`src/stc_pkg.sv`:
```
// Shared types, constants and tables for the seconds-to-calendar converter.
`default_nettype none

package stc_pkg;

    localparam int unsigned SEC_W = 32;

    // Day split: seconds divided by 86400 through a reciprocal multiply.
    localparam logic [16:0] SECS_PER_DAY = 17'd86400;
    localparam logic [16:0] BIAS_DAYS    = 17'd25567;
    localparam int unsigned DAY_SHIFT    = 48;
    localparam logic [31:0] DAY_RECIP    = 32'((64'd1 << DAY_SHIFT) / 64'd86400);

    // Year estimate: days divided by 365.
    localparam logic [8:0]  DAYS_PER_YEAR = 9'd365;
    localparam int unsigned YEAR_SHIFT    = 24;
    localparam logic [15:0] YEAR_RECIP    = 16'(((64'd1 << YEAR_SHIFT) + 64'd364) / 64'd365);

    // Hour and minute split.
    localparam logic [11:0] SECS_PER_HOUR = 12'd3600;
    localparam int unsigned HOUR_SHIFT    = 29;
    localparam logic [17:0] HOUR_RECIP    = 18'(((64'd1 << HOUR_SHIFT) + 64'd3599) / 64'd3600);
    localparam logic [11:0] SECS_PER_MIN  = 12'd60;
    localparam int unsigned MIN_SHIFT     = 18;
    localparam logic [12:0] MIN_RECIP     = 13'(((64'd1 << MIN_SHIFT) + 64'd59) / 64'd60);

    // Weekday remainder by 7.
    localparam int unsigned WEEK_SHIFT = 17;
    localparam logic [14:0] WEEK_RECIP = 15'(((64'd1 << WEEK_SHIFT) + 64'd6) / 64'd7);

    localparam logic [11:0] YEAR_BASE    = 12'd1900;
    localparam logic [11:0] YEAR_2000    = 12'd2000;
    localparam logic [11:0] YEAR_2100    = 12'd2100;
    localparam logic [3:0]  MONTH_MARCH  = 4'd2;
    localparam int unsigned MONTHS       = 12;

    localparam logic [8:0] CUM_COMMON [MONTHS] = '{
        9'd0, 9'd31, 9'd59, 9'd90, 9'd120, 9'd151,
        9'd181, 9'd212, 9'd243, 9'd273, 9'd304, 9'd334
    };
    localparam logic [8:0] CUM_LEAP [MONTHS] = '{
        9'd0, 9'd31, 9'd60, 9'd91, 9'd121, 9'd152,
        9'd182, 9'd213, 9'd244, 9'd274, 9'd305, 9'd335
    };

    // floor(31 * m / 12) of the congruence, indexed by zero-based month.
    localparam logic [4:0] MONTH_TERM [MONTHS] = '{
        5'd28, 5'd31, 5'd2, 5'd5, 5'd7, 5'd10,
        5'd12, 5'd15, 5'd18, 5'd20, 5'd23, 5'd25
    };

    typedef struct packed {
        logic [16:0] days;
        logic [16:0] rem;
    } t_split;

    typedef struct packed {
        logic [7:0]  yr;
        logic [3:0]  mon;
        logic [4:0]  dom;
        logic [4:0]  hour;
        logic [5:0]  minute;
        logic [11:0] rem2;
    } t_date;

    typedef struct packed {
        logic [11:0] cal_year;
        logic [3:0]  cal_month;
        logic [4:0]  cal_day;
        logic [4:0]  hour;
        logic [5:0]  minute;
        logic [5:0]  sec_of_min;
        logic [2:0]  weekday;
    } t_cal;

    // First day of a year counted from 1900, with every fourth year leap.
    function automatic logic [16:0] year_start(input logic [7:0] y);
        logic [16:0] base;
        base = 17'(y) * 17'(DAYS_PER_YEAR);
        if (y == 8'd0) begin
            return 17'd0;
        end
        return base + 17'((y - 8'd1) >> 2);
    endfunction

    function automatic logic [8:0] cum_days(input logic leap, input logic [3:0] mon);
        return leap ? CUM_LEAP[mon] : CUM_COMMON[mon];
    endfunction

endpackage

`default_nettype wire

```
`src/stc_if.sv`:
```
// Handshake channels for the seconds input and the calendar output.
`default_nettype none

interface stc_sec_if;
    logic                       valid;
    logic                       ready;
    logic [stc_pkg::SEC_W-1:0]  epoch_seconds;

    modport source(output valid, output epoch_seconds, input ready);
    modport sink(input valid, input epoch_seconds, output ready);
endinterface

interface stc_cal_if;
    logic        valid;
    logic        ready;
    logic [11:0] cal_year;
    logic [3:0]  cal_month;
    logic [4:0]  cal_day;
    logic [4:0]  hour;
    logic [5:0]  minute;
    logic [5:0]  sec_of_min;
    logic [2:0]  weekday;

    modport source(output valid, output cal_year, output cal_month, output cal_day,
                   output hour, output minute, output sec_of_min, output weekday,
                   input ready);
    modport sink(input valid, input cal_year, input cal_month, input cal_day,
                 input hour, input minute, input sec_of_min, input weekday,
                 output ready);
endinterface

`default_nettype wire

```
`src/seconds_to_calendar_core.sv`:
```
// Top level of the seconds-to-calendar converter.
`default_nettype none

// Converts an unsigned 32-bit count of seconds since 1970-01-01 00:00:00 into
// year, month, day, hour, minute, second and weekday (0 is Sunday). Every year
// divisible by four counts as leap, including 2100, so dates from 2100-02-29 on
// run one day behind the Gregorian calendar. The converter is a nine-stage
// pipeline: it takes one beat per clock cycle unless the output stalls, and an
// accepted beat passes through every stage register before it leaves. The day
// split, the year and month search and the weekday remainder each take three
// stages, which sets that depth. A stalled output holds its beat while empty
// stages upstream keep filling, and nothing is dropped or repeated.
module seconds_to_calendar_core (
    input  wire logic  i_clk,
    input  wire logic  i_rst_n,
    stc_sec_if.sink    i_sec,
    stc_cal_if.source  o_cal
);

    logic            w_split_valid;
    logic            w_split_ready;
    stc_pkg::t_split w_split;
    logic            w_date_valid;
    logic            w_date_ready;
    stc_pkg::t_date  w_date;
    stc_pkg::t_cal   w_cal;

    stc_day_split u_split (
        .i_clk   (i_clk),
        .i_rst_n (i_rst_n),
        .i_valid (i_sec.valid),
        .o_ready (i_sec.ready),
        .i_secs  (i_sec.epoch_seconds),
        .o_valid (w_split_valid),
        .i_ready (w_split_ready),
        .o_data  (w_split)
    );

    stc_date u_date (
        .i_clk   (i_clk),
        .i_rst_n (i_rst_n),
        .i_valid (w_split_valid),
        .o_ready (w_split_ready),
        .i_data  (w_split),
        .o_valid (w_date_valid),
        .i_ready (w_date_ready),
        .o_data  (w_date)
    );

    stc_weekday u_weekday (
        .i_clk   (i_clk),
        .i_rst_n (i_rst_n),
        .i_valid (w_date_valid),
        .o_ready (w_date_ready),
        .i_data  (w_date),
        .o_valid (o_cal.valid),
        .i_ready (o_cal.ready),
        .o_data  (w_cal)
    );

    assign o_cal.cal_year   = w_cal.cal_year;
    assign o_cal.cal_month  = w_cal.cal_month;
    assign o_cal.cal_day    = w_cal.cal_day;
    assign o_cal.hour       = w_cal.hour;
    assign o_cal.minute     = w_cal.minute;
    assign o_cal.sec_of_min = w_cal.sec_of_min;
    assign o_cal.weekday    = w_cal.weekday;

endmodule

`default_nettype wire

```
`src/stc_day_split.sv`:
```
// Three pipeline stages that split the seconds into a day count and seconds of day.
`default_nettype none

module stc_day_split (
    input  wire logic                      i_clk,
    input  wire logic                      i_rst_n,
    input  wire logic                      i_valid,
    output logic                           o_ready,
    input  wire logic [stc_pkg::SEC_W-1:0] i_secs,
    output logic                           o_valid,
    input  wire logic                      i_ready,
    output stc_pkg::t_split                o_data
);

    logic        r_v1, r_v2, r_v3;
    logic        w_en1, w_en2, w_en3;

    logic [15:0] r1_q;
    logic [31:0] r1_secs;
    logic [15:0] r2_q;
    logic [31:0] r2_secs;
    logic [32:0] r2_prod;
    stc_pkg::t_split r3_data;

    logic [63:0] w_prod1;
    logic [15:0] n_q;
    logic [32:0] w_diff;
    logic [17:0] w_rem_raw;
    logic        w_wrap;
    stc_pkg::t_split n_data;

    assign w_en3   = !r_v3 || i_ready;
    assign w_en2   = !r_v2 || w_en3;
    assign w_en1   = !r_v1 || w_en2;
    assign o_ready = w_en1;
    assign o_valid = r_v3;
    assign o_data  = r3_data;

    // The reciprocal estimate is at most one below the true quotient.
    assign w_prod1 = 64'(i_secs) * 64'(stc_pkg::DAY_RECIP);
    assign n_q     = w_prod1[stc_pkg::DAY_SHIFT +: 16];

    always_comb begin
        w_diff      = {1'b0, r2_secs} - r2_prod;
        w_rem_raw   = w_diff[17:0];
        w_wrap      = w_rem_raw >= 18'(stc_pkg::SECS_PER_DAY);
        n_data.rem  = w_wrap ? 17'(w_rem_raw - 18'(stc_pkg::SECS_PER_DAY)) : w_rem_raw[16:0];
        n_data.days = 17'(r2_q) + 17'(w_wrap) + stc_pkg::BIAS_DAYS;
    end

    always_ff @(posedge i_clk) begin
        if (!i_rst_n) begin
            r_v1 <= 1'b0;
            r_v2 <= 1'b0;
            r_v3 <= 1'b0;
        end else begin
            if (w_en1) r_v1 <= i_valid;
            if (w_en2) r_v2 <= r_v1;
            if (w_en3) r_v3 <= r_v2;
        end
    end

    always_ff @(posedge i_clk) begin
        if (w_en1 && i_valid) begin
            r1_q    <= n_q;
            r1_secs <= i_secs;
        end
        if (w_en2 && r_v1) begin
            r2_q    <= r1_q;
            r2_secs <= r1_secs;
            r2_prod <= 33'(r1_q) * 33'(stc_pkg::SECS_PER_DAY);
        end
        if (w_en3 && r_v2) begin
            r3_data <= n_data;
        end
    end

endmodule

`default_nettype wire

```
`src/stc_date.sv`:
```
// Three pipeline stages that find year, month, day, hour and minute.
`default_nettype none

module stc_date (
    input  wire logic            i_clk,
    input  wire logic            i_rst_n,
    input  wire logic            i_valid,
    output logic                 o_ready,
    input  wire stc_pkg::t_split i_data,
    output logic                 o_valid,
    input  wire logic            i_ready,
    output stc_pkg::t_date       o_data
);

    logic        r_v4, r_v5, r_v6;
    logic        w_en4, w_en5, w_en6;

    logic [7:0]  r4_yr;
    logic [4:0]  r4_hour;
    logic [16:0] r4_days;
    logic [16:0] r4_rem;

    logic [7:0]  r5_yr;
    logic [8:0]  r5_doy;
    logic [4:0]  r5_hour;
    logic [11:0] r5_rem2;

    stc_pkg::t_date r6_data;

    logic [32:0] w_yprod;
    logic [34:0] w_hprod;
    logic [7:0]  w_y1, w_y2;
    logic [16:0] w_s0, w_s1, w_s2;
    logic [7:0]  n_yr;
    logic [16:0] w_start;
    logic [16:0] w_hsecs;
    logic        w_leap;
    logic [3:0]  n_mon;
    logic [24:0] w_mprod;
    stc_pkg::t_date n_data;

    assign w_en6   = !r_v6 || i_ready;
    assign w_en5   = !r_v5 || w_en6;
    assign w_en4   = !r_v4 || w_en5;
    assign o_ready = w_en4;
    assign o_valid = r_v6;
    assign o_data  = r6_data;

    assign w_yprod = 33'(i_data.days) * 33'(stc_pkg::YEAR_RECIP);
    assign w_hprod = 35'(i_data.rem) * 35'(stc_pkg::HOUR_RECIP);

    // The estimate days/365 can overshoot the year; step back to the latest
    // candidate whose first day is not past the day count.
    always_comb begin
        w_y1 = r4_yr - 8'd1;
        w_y2 = r4_yr - 8'd2;
        w_s0 = stc_pkg::year_start(r4_yr);
        w_s1 = stc_pkg::year_start(w_y1);
        w_s2 = stc_pkg::year_start(w_y2);
        if (r4_days >= w_s0) begin
            n_yr    = r4_yr;
            w_start = w_s0;
        end else if (r4_days >= w_s1) begin
            n_yr    = w_y1;
            w_start = w_s1;
        end else begin
            n_yr    = w_y2;
            w_start = w_s2;
        end
        w_hsecs = 17'(r4_hour) * 17'(stc_pkg::SECS_PER_HOUR);
    end

    always_comb begin
        w_leap = (r5_yr[1:0] == 2'b00) && (r5_yr != 8'd0);
        n_mon  = 4'd0;
        for (int m = 1; m < stc_pkg::MONTHS; m++) begin
            if (r5_doy >= stc_pkg::cum_days(w_leap, 4'(m))) begin
                n_mon = 4'(m);
            end
        end
        w_mprod        = 25'(r5_rem2) * 25'(stc_pkg::MIN_RECIP);
        n_data.yr      = r5_yr;
        n_data.mon     = n_mon;
        n_data.dom     = 5'(r5_doy - stc_pkg::cum_days(w_leap, n_mon) + 9'd1);
        n_data.hour    = r5_hour;
        n_data.minute  = w_mprod[stc_pkg::MIN_SHIFT +: 6];
        n_data.rem2    = r5_rem2;
    end

    always_ff @(posedge i_clk) begin
        if (!i_rst_n) begin
            r_v4 <= 1'b0;
            r_v5 <= 1'b0;
            r_v6 <= 1'b0;
        end else begin
            if (w_en4) r_v4 <= i_valid;
            if (w_en5) r_v5 <= r_v4;
            if (w_en6) r_v6 <= r_v5;
        end
    end

    always_ff @(posedge i_clk) begin
        if (w_en4 && i_valid) begin
            r4_yr   <= w_yprod[stc_pkg::YEAR_SHIFT +: 8];
            r4_hour <= w_hprod[stc_pkg::HOUR_SHIFT +: 5];
            r4_days <= i_data.days;
            r4_rem  <= i_data.rem;
        end
        if (w_en5 && r_v4) begin
            r5_yr   <= n_yr;
            r5_doy  <= 9'(r4_days - w_start);
            r5_hour <= r4_hour;
            r5_rem2 <= 12'(r4_rem - w_hsecs);
        end
        if (w_en6 && r_v5) begin
            r6_data <= n_data;
        end
    end

endmodule

`default_nettype wire

```
`src/stc_weekday.sv`:
```
// Three pipeline stages that finish the seconds field and derive the weekday.
`default_nettype none

module stc_weekday (
    input  wire logic            i_clk,
    input  wire logic            i_rst_n,
    input  wire logic            i_valid,
    output logic                 o_ready,
    input  wire stc_pkg::t_date  i_data,
    output logic                 o_valid,
    input  wire logic            i_ready,
    output stc_pkg::t_cal        o_data
);

    logic        r_v7, r_v8, r_v9;
    logic        w_en7, w_en8, w_en9;

    stc_pkg::t_cal r7_cal;
    logic [11:0]   r7_wsum;
    stc_pkg::t_cal r8_cal;
    logic [11:0]   r8_wsum;
    logic [9:0]    r8_q7;
    stc_pkg::t_cal r9_cal;

    logic [11:0]   w_year;
    logic          w_early;
    logic [11:0]   w_y;
    logic [4:0]    w_y100;
    logic [4:0]    w_y400;
    logic [11:0]   n_wsum;
    stc_pkg::t_cal n_cal;
    logic [26:0]   w_wprod;
    logic [12:0]   w_wd;
    stc_pkg::t_cal n_out;

    assign w_en9   = !r_v9 || i_ready;
    assign w_en8   = !r_v8 || w_en9;
    assign w_en7   = !r_v7 || w_en8;
    assign o_ready = w_en7;
    assign o_valid = r_v9;
    assign o_data  = r9_cal;

    // Zeller-style congruence; January and February count as months of the
    // previous year. The constant 7000 of the sum is a multiple of 7 and drops out.
    always_comb begin
        w_year  = 12'(i_data.yr) + stc_pkg::YEAR_BASE;
        w_early = i_data.mon < stc_pkg::MONTH_MARCH;
        w_y     = w_year - 12'(w_early);
        if (w_y >= stc_pkg::YEAR_2100) begin
            w_y100 = 5'd21;
        end else if (w_y >= stc_pkg::YEAR_2000) begin
            w_y100 = 5'd20;
        end else begin
            w_y100 = 5'd19;
        end
        w_y400 = (w_y >= stc_pkg::YEAR_2000) ? 5'd5 : 5'd4;
        n_wsum = 12'(i_data.dom) + w_y + (w_y >> 2) + 12'(w_y400)
               + 12'(stc_pkg::MONTH_TERM[i_data.mon]) - 12'(w_y100);

        n_cal.cal_year   = w_year;
        n_cal.cal_month  = i_data.mon + 4'd1;
        n_cal.cal_day    = i_data.dom;
        n_cal.hour       = i_data.hour;
        n_cal.minute     = i_data.minute;
        n_cal.sec_of_min = 6'(i_data.rem2 - 12'(i_data.minute) * stc_pkg::SECS_PER_MIN);
        n_cal.weekday    = 3'd0;
    end

    assign w_wprod = 27'(r7_wsum) * 27'(stc_pkg::WEEK_RECIP);

    always_comb begin
        w_wd          = 13'(r8_wsum) - (13'({r8_q7, 3'b000}) - 13'(r8_q7));
        n_out         = r8_cal;
        n_out.weekday = w_wd[2:0];
    end

    always_ff @(posedge i_clk) begin
        if (!i_rst_n) begin
            r_v7 <= 1'b0;
            r_v8 <= 1'b0;
            r_v9 <= 1'b0;
        end else begin
            if (w_en7) r_v7 <= i_valid;
            if (w_en8) r_v8 <= r_v7;
            if (w_en9) r_v9 <= r_v8;
        end
    end

    always_ff @(posedge i_clk) begin
        if (w_en7 && i_valid) begin
            r7_cal  <= n_cal;
            r7_wsum <= n_wsum;
        end
        if (w_en8 && r_v7) begin
            r8_cal  <= r7_cal;
            r8_wsum <= r7_wsum;
            r8_q7   <= w_wprod[stc_pkg::WEEK_SHIFT +: 10];
        end
        if (w_en9 && r_v8) begin
            r9_cal <= n_out;
        end
    end

endmodule

`default_nettype wire
```
`src/flat_wrapper.sv`:
```
// flat-port wrapper written by rule: the top's interface ports become plain ports
module seconds_to_calendar_core_flat 
  (i_clk, i_rst_n, i_sec_valid, i_sec_epoch_seconds, i_sec_ready, o_cal_valid, o_cal_cal_year, o_cal_cal_month, o_cal_cal_day, o_cal_hour, o_cal_minute, o_cal_sec_of_min, o_cal_weekday, o_cal_ready);
  stc_sec_if i_sec_i ();
  stc_cal_if o_cal_i ();
  input  wire logic i_clk;
  input  wire logic i_rst_n;
  input wire logic [$bits(i_sec_i.valid)-1:0] i_sec_valid;
  input wire logic [$bits(i_sec_i.epoch_seconds)-1:0] i_sec_epoch_seconds;
  output wire logic [$bits(i_sec_i.ready)-1:0] i_sec_ready;
  output wire logic [$bits(o_cal_i.valid)-1:0] o_cal_valid;
  output wire logic [$bits(o_cal_i.cal_year)-1:0] o_cal_cal_year;
  output wire logic [$bits(o_cal_i.cal_month)-1:0] o_cal_cal_month;
  output wire logic [$bits(o_cal_i.cal_day)-1:0] o_cal_cal_day;
  output wire logic [$bits(o_cal_i.hour)-1:0] o_cal_hour;
  output wire logic [$bits(o_cal_i.minute)-1:0] o_cal_minute;
  output wire logic [$bits(o_cal_i.sec_of_min)-1:0] o_cal_sec_of_min;
  output wire logic [$bits(o_cal_i.weekday)-1:0] o_cal_weekday;
  input wire logic [$bits(o_cal_i.ready)-1:0] o_cal_ready;
  assign i_sec_i.valid = i_sec_valid;
  assign i_sec_i.epoch_seconds = i_sec_epoch_seconds;
  assign i_sec_ready = i_sec_i.ready;
  assign o_cal_valid = o_cal_i.valid;
  assign o_cal_cal_year = o_cal_i.cal_year;
  assign o_cal_cal_month = o_cal_i.cal_month;
  assign o_cal_cal_day = o_cal_i.cal_day;
  assign o_cal_hour = o_cal_i.hour;
  assign o_cal_minute = o_cal_i.minute;
  assign o_cal_sec_of_min = o_cal_i.sec_of_min;
  assign o_cal_weekday = o_cal_i.weekday;
  assign o_cal_i.ready = o_cal_ready;
  seconds_to_calendar_core u_core (.i_clk(i_clk), .i_rst_n(i_rst_n), .i_sec(i_sec_i), .o_cal(o_cal_i));
endmodule
```
`config.mk`:
```
export PLATFORM = sky130hd
export DESIGN_NAME = seconds_to_calendar_core_flat
export DESIGN_NICKNAME = d
export VERILOG_FILES = /design/src/stc_pkg.sv /design/src/stc_if.sv /design/src/seconds_to_calendar_core.sv /design/src/stc_day_split.sv /design/src/stc_date.sv /design/src/stc_weekday.sv /design/src/flat_wrapper.sv
export SDC_FILE = /design/constraint.sdc
export NUM_CORES = 2
export LEC_CHECK = 0
export BUFFER_PORTS_ARGS = -buffer_cell sky130_fd_sc_hd__buf_2
export CAP_MARGIN = 10
export CORE_ASPECT_RATIO = 0.6
export CORE_MARGIN = 5
export CORE_UTILIZATION = 39
export CTS_CLUSTER_DIAMETER = 40
export DETAILED_ROUTE_END_ITERATION = 16
export PLACE_DENSITY_LB_ADDON = 0.1
export SYNTH_ARGS = -nofsm -noshare
export SYNTH_HDL_FRONTEND = slang
export SYNTH_SLANG_ARGS = --single-unit
```
`constraint.sdc`:
```
create_clock -name i_clk -period 23.4 [get_ports i_clk]
set_input_delay 4.68 -clock i_clk [delete_from_list [all_inputs] [get_ports i_clk]]
set_output_delay 4.68 -clock i_clk [all_outputs]
set_load 0.01 [all_outputs]
```
* Yosys cells after proc, flatten, opt, wreduce, memory -nomap -nowiden
Memories as Yosys holds them, arrays and structs flattened.
Cells that the tools add are included.
** Word-level totals
- Register bits after elaboration :: 367
- Bits in read-only memories :: 368
- Bits of input ports :: 36
- Output and inout bits :: 43
- Logic and storage cells :: 192
- Memories kept :: 3
** Memory list
- (name not given) :: depth 16, width 9, read ports 1, clocked after memory_dff 0, wr ports 0, line stc_pkg.sv:87 : return leap ? CUM_LEAP[mon] : CUM_COMMON[mon];
- (name not given) :: depth 16, width 9, read ports 1, clocked after memory_dff 0, wr ports 0, line stc_pkg.sv:87
- (name not given) :: depth 16, width 5, read ports 1, clocked after memory_dff 0, wr ports 0, line stc_weekday.sv:58 : + 12'(stc_pkg::MONTH_TERM[i_data.mon]) - 12'(w_y100);
** Cells by class
- $add $sub $neg :: 27
- $mul :: 11
- Order comparisons :: 19
- Mux-type cells :: 45
- Bitwise logic cells :: 2
- Reduce and logical (&&, ||, !) cells :: 33
** Operator list (count)
- two-way mux 17 bit :: 5
- multiplier 32 x 31 -> 63 bit, second input constant :: 1
- two-way mux 4 bit :: 11
- two-way mux 5 bit :: 8
- >= comparator 9 x 8 -> 1 bit :: 4
- two-way mux 9 bit :: 4
- adder 17 x 15 -> 17 bit :: 2
- >= comparator 17 bit :: 2
- multiplier 17 x 18 -> 34 bit, second input constant :: 1
- multiplier 8 x 9 -> 17 bit, second input constant :: 2
- multiplier 17 x 16 -> 32 bit, second input constant :: 1
- >= comparator 9 bit :: 3
- subtractor 8 x 1 -> 9 bit, second input constant :: 3
- zero test 8 bit :: 3
- multiplier 12 x 12 -> 23 bit, second input constant :: 1
- multiplier 12 x 15 -> 20 bit, second input constant :: 1
- >= comparator 18 x 17 -> 1 bit, second input constant :: 1
- >= comparator 9 x 7 -> 1 bit :: 2
- subtractor 18 bit :: 1
- adder 16 x 1 -> 17 bit :: 1
- adder 17 x 15 -> 17 bit, second input constant :: 1
- subtractor 17 bit, second input constant :: 1
- multiplier 16 x 10 -> 11 bit, second input constant :: 1
- two-way mux 8 bit :: 2
- other kinds (36) :: 75

* Longest topological paths before layout
- Depth after elaboration :: 21
- Mapped depth :: 50
- Depth with buffers taken out :: 48

* Modules after synthesis
A second synthesis with hierarchy kept.
** Second synthesis, totals
- Cells, all modules :: 4281
- Area, all modules :: 47608.2 um^2
** By module, submodules not included
- stc_date :: instances 1, cells each 2070, area each 21563.2 um^2
- stc_day_split :: instances 1, cells each 1682, area each 18600.3 um^2
- stc_weekday :: instances 1, cells each 529, area each 7444.6 um^2

* Least setup slack after synthesis
OpenSTA, ideal clock, no wires.
- Path type :: input to register
- Start point :: input port i_sec_epoch_seconds[13]
- End point :: register u_core.u_split.r1_q[15], data pin
- Setup time :: 260 ps
- Arrival :: 10370 ps
- Slack :: 12770 ps
- Stages :: 22
- Buffers on the path :: 0
- Cell sequence :: fa_1 > ha_1 > inv_1 > fa_1 > inv_1 > fa_1 > inv_1 > fa_1 > fa_1 > inv_1 > fa_1 > fa_1 > ha_1 > a21oi_1 > o21ai_0 > a32oi_1 > and2_0 > o2111a_2 > nor2_4 > a41o_1 > a221oi_2 > xnor2_1
** On the way
- Word-level cells in the longest chain between the ends :: 1
** RTL lines
- start, declared :: line flat_wrapper.sv:9 : input wire logic [$bits(i_sec_i.epoch_seconds)-1:0] i_sec_epoch_seconds;
- multiplier 32 x 31 -> 63 bit :: line stc_day_split.sv:40 : assign w_prod1 = 64'(i_secs) * 64'(stc_pkg::DAY_RECIP);
- via u_core.u_split.w_prod1[63] :: line stc_day_split.sv:25 : logic [63:0] w_prod1;
- end signal, assigned :: line stc_day_split.sv:65 : r1_q <= n_q;
- end, declared :: line stc_day_split.sv:18 : logic [15:0] r1_q;
The timed path passes the listed nets, and every way through them passes these cells.
A chain may end at the register's enable or synchronous reset.

* Worst setup path after layout
- Start point :: input port o_cal_ready
- End point :: output port i_sec_ready
** On the way
- Word-level cells in the longest chain between the ends :: 9
** RTL lines
- start, declared :: line flat_wrapper.sv:19 : input wire logic [$bits(o_cal_i.ready)-1:0] o_cal_ready;
- logical OR 1 bit :: line stc_weekday.sv:36 : assign w_en9 = !r_v9 || i_ready;
- logical OR 1 bit :: line stc_weekday.sv:37 : assign w_en8 = !r_v8 || w_en9;
- logical OR 1 bit :: line stc_weekday.sv:38 : assign w_en7 = !r_v7 || w_en8;
- logical OR 1 bit :: line stc_date.sv:42 : assign w_en6 = !r_v6 || i_ready;
- logical OR 1 bit :: line stc_date.sv:43 : assign w_en5 = !r_v5 || w_en6;
- logical OR 1 bit :: line stc_date.sv:44 : assign w_en4 = !r_v4 || w_en5;
- logical OR 1 bit :: line stc_day_split.sv:32 : assign w_en3 = !r_v3 || i_ready;
- logical OR 1 bit :: line stc_day_split.sv:33 : assign w_en2 = !r_v2 || w_en3;
- logical OR 1 bit :: line stc_day_split.sv:34 : assign w_en1 = !r_v1 || w_en2;
- end, declared :: line flat_wrapper.sv:10 : output wire logic [$bits(i_sec_i.ready)-1:0] i_sec_ready;
Every way passes these cells.

==> results by group <==
Synth
  • Main synth FF type: edfxtp_1
  • Syn_area_per_cell: between 10 and 15 µm²
  • Post-synth EDFFs: about 360
  • Syn Nets: between 5k and 6k
  • Synth Cell Area: about 47,000 µm²
  • Gate count of the mapped netlist: between 4k and 5k
  • FF+latch count, synth: about 370
  • Seq/Total Area, Yosys: a little under a quarter
  • Yosys Warn Count: 0
  • Fraction of registers with async set or reset after synthesis: 0%
  • Count of different cell masters after synthesis: 85

Global routing
  • Number of global-route vias before repair: approximately 30k
  • Initial antenna violation count: 0
  • Global Route Usage Sum: between 10% and 20%
  • Largest net degree at the start of global routing: around 50
  • First-pass GRT wire length: approximately 170,000 µm
  • GR Overflow Total: 0

Timing
  • Worst-margin pin slew: about 1200 ps
  • Hold WS: 344 ps
  • Final setup viols: 0
  • Hold Vio Cnt, Final: 0
  • Total negative slack: 0 ps
  • Worst clock skew: 79.1 ps
  • Share of the cycle needed by the critical path after routing: 49.8%
  • Fmax: ~86 MHz
  • RSZ-0062 raised after global routing: no
  • Final Slew Violations: 0
  • Final min period: around 12,000 ps
  • Slew margin rel.: between 20% and 30%

Critical path
  • Max stage delay on crit path: approximately 550 ps
  • Critical path, cell by cell: buf_2 > nor2b_1 > and3_1 > and2_0 > nand3_1 > nor2_1 > nand3_1 > buf_2
  • Buf/Inv on CP: 2
  • Worst EP arrival: roughly 7000 ps
  • CP Data Required Time: around 19,000 ps
  • Flop2flop setup slack: approximately 12,000 ps
  • Crit-path max FO: 6
  • Worst Setup Path Type: in -> out
  • Delay-heaviest family, CP: simple AND/OR/NAND/NOR gates
  • Crit-path slowest cell: nor2_1
  • Crit. End Element: output port
  • Startpoint types: primary input

Drt
  • Post-DRT Antenna Nets: 0
  • DRC Markers: 0
  • Initial DRC count: 1,395
  • First drt pass iteration count: 5
  • Vias: roughly 28k
  • Total wire length: between 100,000 and 150,000 µm
  • Routed wire per std cell: approximately 18 µm
  • Via/cell ratio: between 4 and 5

Finish
  • Inserted Diodes: 0
  • Fin util: between 40% and 50%
  • Finished Cell Area: ~51,000 µm²
  • Fin nets: ~6k
  • # fillers: around 11k
  • Register Area: approximately 11,000 µm²
  • Share of cells above drive strength 1: under 10%
  • Multi-input combinational cell area: around 32,000 µm²
  • Area grow syn2layout: 9.53%

Placed design
  • Gpl congestion: ~0.85
  • DP HPWL: roughly 90,000 µm
  • Placed inst area: between 40,000 and 50,000 µm²
  • # port buffers: 78

CTS
  • Clock sink count: approximately 370
  • Hold_buf cts: 0
  • H-tree levels: 2
  • Setup Fix Bufs, Post-CTS: 0
  • Clk root buf: clkbuf_16
  • Worst skew pair latency: 640 ps
  • Clk buf depth: 3
  • TritonCTS clock tree: built
  • CTS Buf Count: 56
  • Cts repair resizes: 0
  • Clock transition at path regs: 50 ps

Min path
  • Hold Crit Class: reg -> reg

Die
  • Die Y: about 280 µm
  • Die Wd: 458 µm
  • Ports: between 70 and 80
  • Initial Util: between 30% and 40%
  • FP Rows: 98
  • Placeable Area: 119,000 µm²
  • Die area: approximately 130,000 µm²

Flow run
  • Max-cap violations: 0

Outcome
  • Status: finished, final reports clean
==> layout make-up <==
cell class                 instances  area share (%)
tap                             1600            3.89
clock buffer                      61            2.76
timing repair buffer              99            1.07
inverter                        1029            7.51
sequential                       366            21.2
multi-input combinational       2791            62.6
clock inverter                    44           0.990
==> cells by family (layout without fill, tap and decap cells) <==
group                    count (synthesis)  count (layout)  synth area share [%]
AO/OA/AOI/OAI                          468             468                  6.53
XOR/XNOR                               216             216                  4.08
adder cells (fa/ha/maj)               1659            1659                  53.0
buffers and inverters                 1053            1233                  8.45
flip-flops                             366             366                  23.2
multiplexers                             9               9                 0.203
AND/OR/NAND/NOR                        439             439                  4.53
==> worst paths after layout <==
| path | endpoint | cells past startpoint | startpoint |
|---|---|---|---|
| setup / recovery | i_sec_ready | 8 | o_cal_ready |
| hold / removal | u_core.u_split.r2_secs[7] | 0 | u_core.u_split.r1_secs[7] |
| setup reg to reg | u_core.u_date.r5_doy[8] | 45 | u_core.u_date.r4_yr[1] |
| hold reg to reg | u_core.u_split.r2_secs[7] | 0 | u_core.u_split.r1_secs[7] |
==> worst reg2reg max path, delay by kind of cell (launching register included) <==
family | cells | cell delay [ps]
buffers and inverters | 7 | 1260
AOI/OAI and AO/OA | 14 | 3260
adders and majority gates | 9 | 3280
DFF | 1 | 360
xor gates and xnor gates | 5 | 1340
and+or+nand+nor | 10 | 1320
==> per-layer routing <==
layer	vias up	track usage, %	share of wire, %
met5	-	0	0
met4	0	2.10	0.92
met3	74	2.84	4.8
met2	438	22.5	37
met1	13573	29.0	58
li1	14188	-	-
==> cell usage in the layout (no fill, tap or decap), types with 8 or more instances in the layout <==
cell type,instances
nand4_1,20
xor2_1,56
buf_4,21
and3_1,18
o21a_1,30
xnor2_1,157
ha_1,1110
nor4_1,8
nor3_1,28
inv_1,1027
a21boi_0,10
nand3_1,41
nor2_1,90
inv_6,17
clkbuf_16,56
a21oi_1,141
nor2b_1,22
edfxtp_1,357
dfxtp_1,9
a31oi_1,15
buf_2,78
o21ai_0,91
fa_1,549
nand2b_1,17
nand2_1,142
a21o_1,55
o211ai_1,15
mux2i_1,8
and2_1,9
or3_1,11
o21bai_1,24
a211oi_1,14
==> per-stage QoR <==
step | instances | setup WS [ps]
2_1_floorplan | 4210 | 12770
3_3_place_gp | 5885 | 11780
3_5_place_dp | 5885 | 11720
4_1_cts | 5990 | 11700
5_1_grt | 5990 | 11440
6_report | 5990 | 11740
==> registers in the layout, indices dropped and copies added, names as in the netlist, 5 cells and up <==
signal and flops:
u_core.u_date.r4_rem 12, u_core.u_weekday.r7_wsum 12, u_core.u_weekday.n_out 38, u_core.u_weekday.r7_cal 38, u_core.u_date.r5_hour 5, u_core.u_split.r1_secs 18, u_core.u_date.r4_hour 5, u_core.u_date.r5_doy 9
u_core.u_split.o_data 34, u_core.u_split.r2_prod 10, u_core.u_date.r4_yr 8, u_core.u_date.r4_days 17, u_core.u_split.r2_secs 18, u_core.u_split.r2_q 16, u_core.u_split.r1_q 16, u_core.u_weekday.o_data 41
u_core.u_date.r5_rem2 12, u_core.u_date.o_data 34, u_core.u_date.r5_yr 8
==> synth_stat cells, types with 18 or more instances <==
library cell	n	area, µm²
a21oi_1	141	706
xor2_1	56	490
nor3_1	28	140
o21a_1	30	225
nand3_1	41	205
edfxtp_1	357	10700
nand4_1	20	125
fa_1	549	11000
a21o_1	55	413
nand2_1	142	533
o21ai_0	91	455
and3_1	18	113
o21bai_1	24	180
nor2_1	90	338
ha_1	1110	13900
nor2b_1	27	169
xnor2_1	157	1380
inv_1	1027	3850
Power is left out: the tool's default activity adds up to more than one toggle a clock period on the data nets, which glitch-free logic cannot reach.
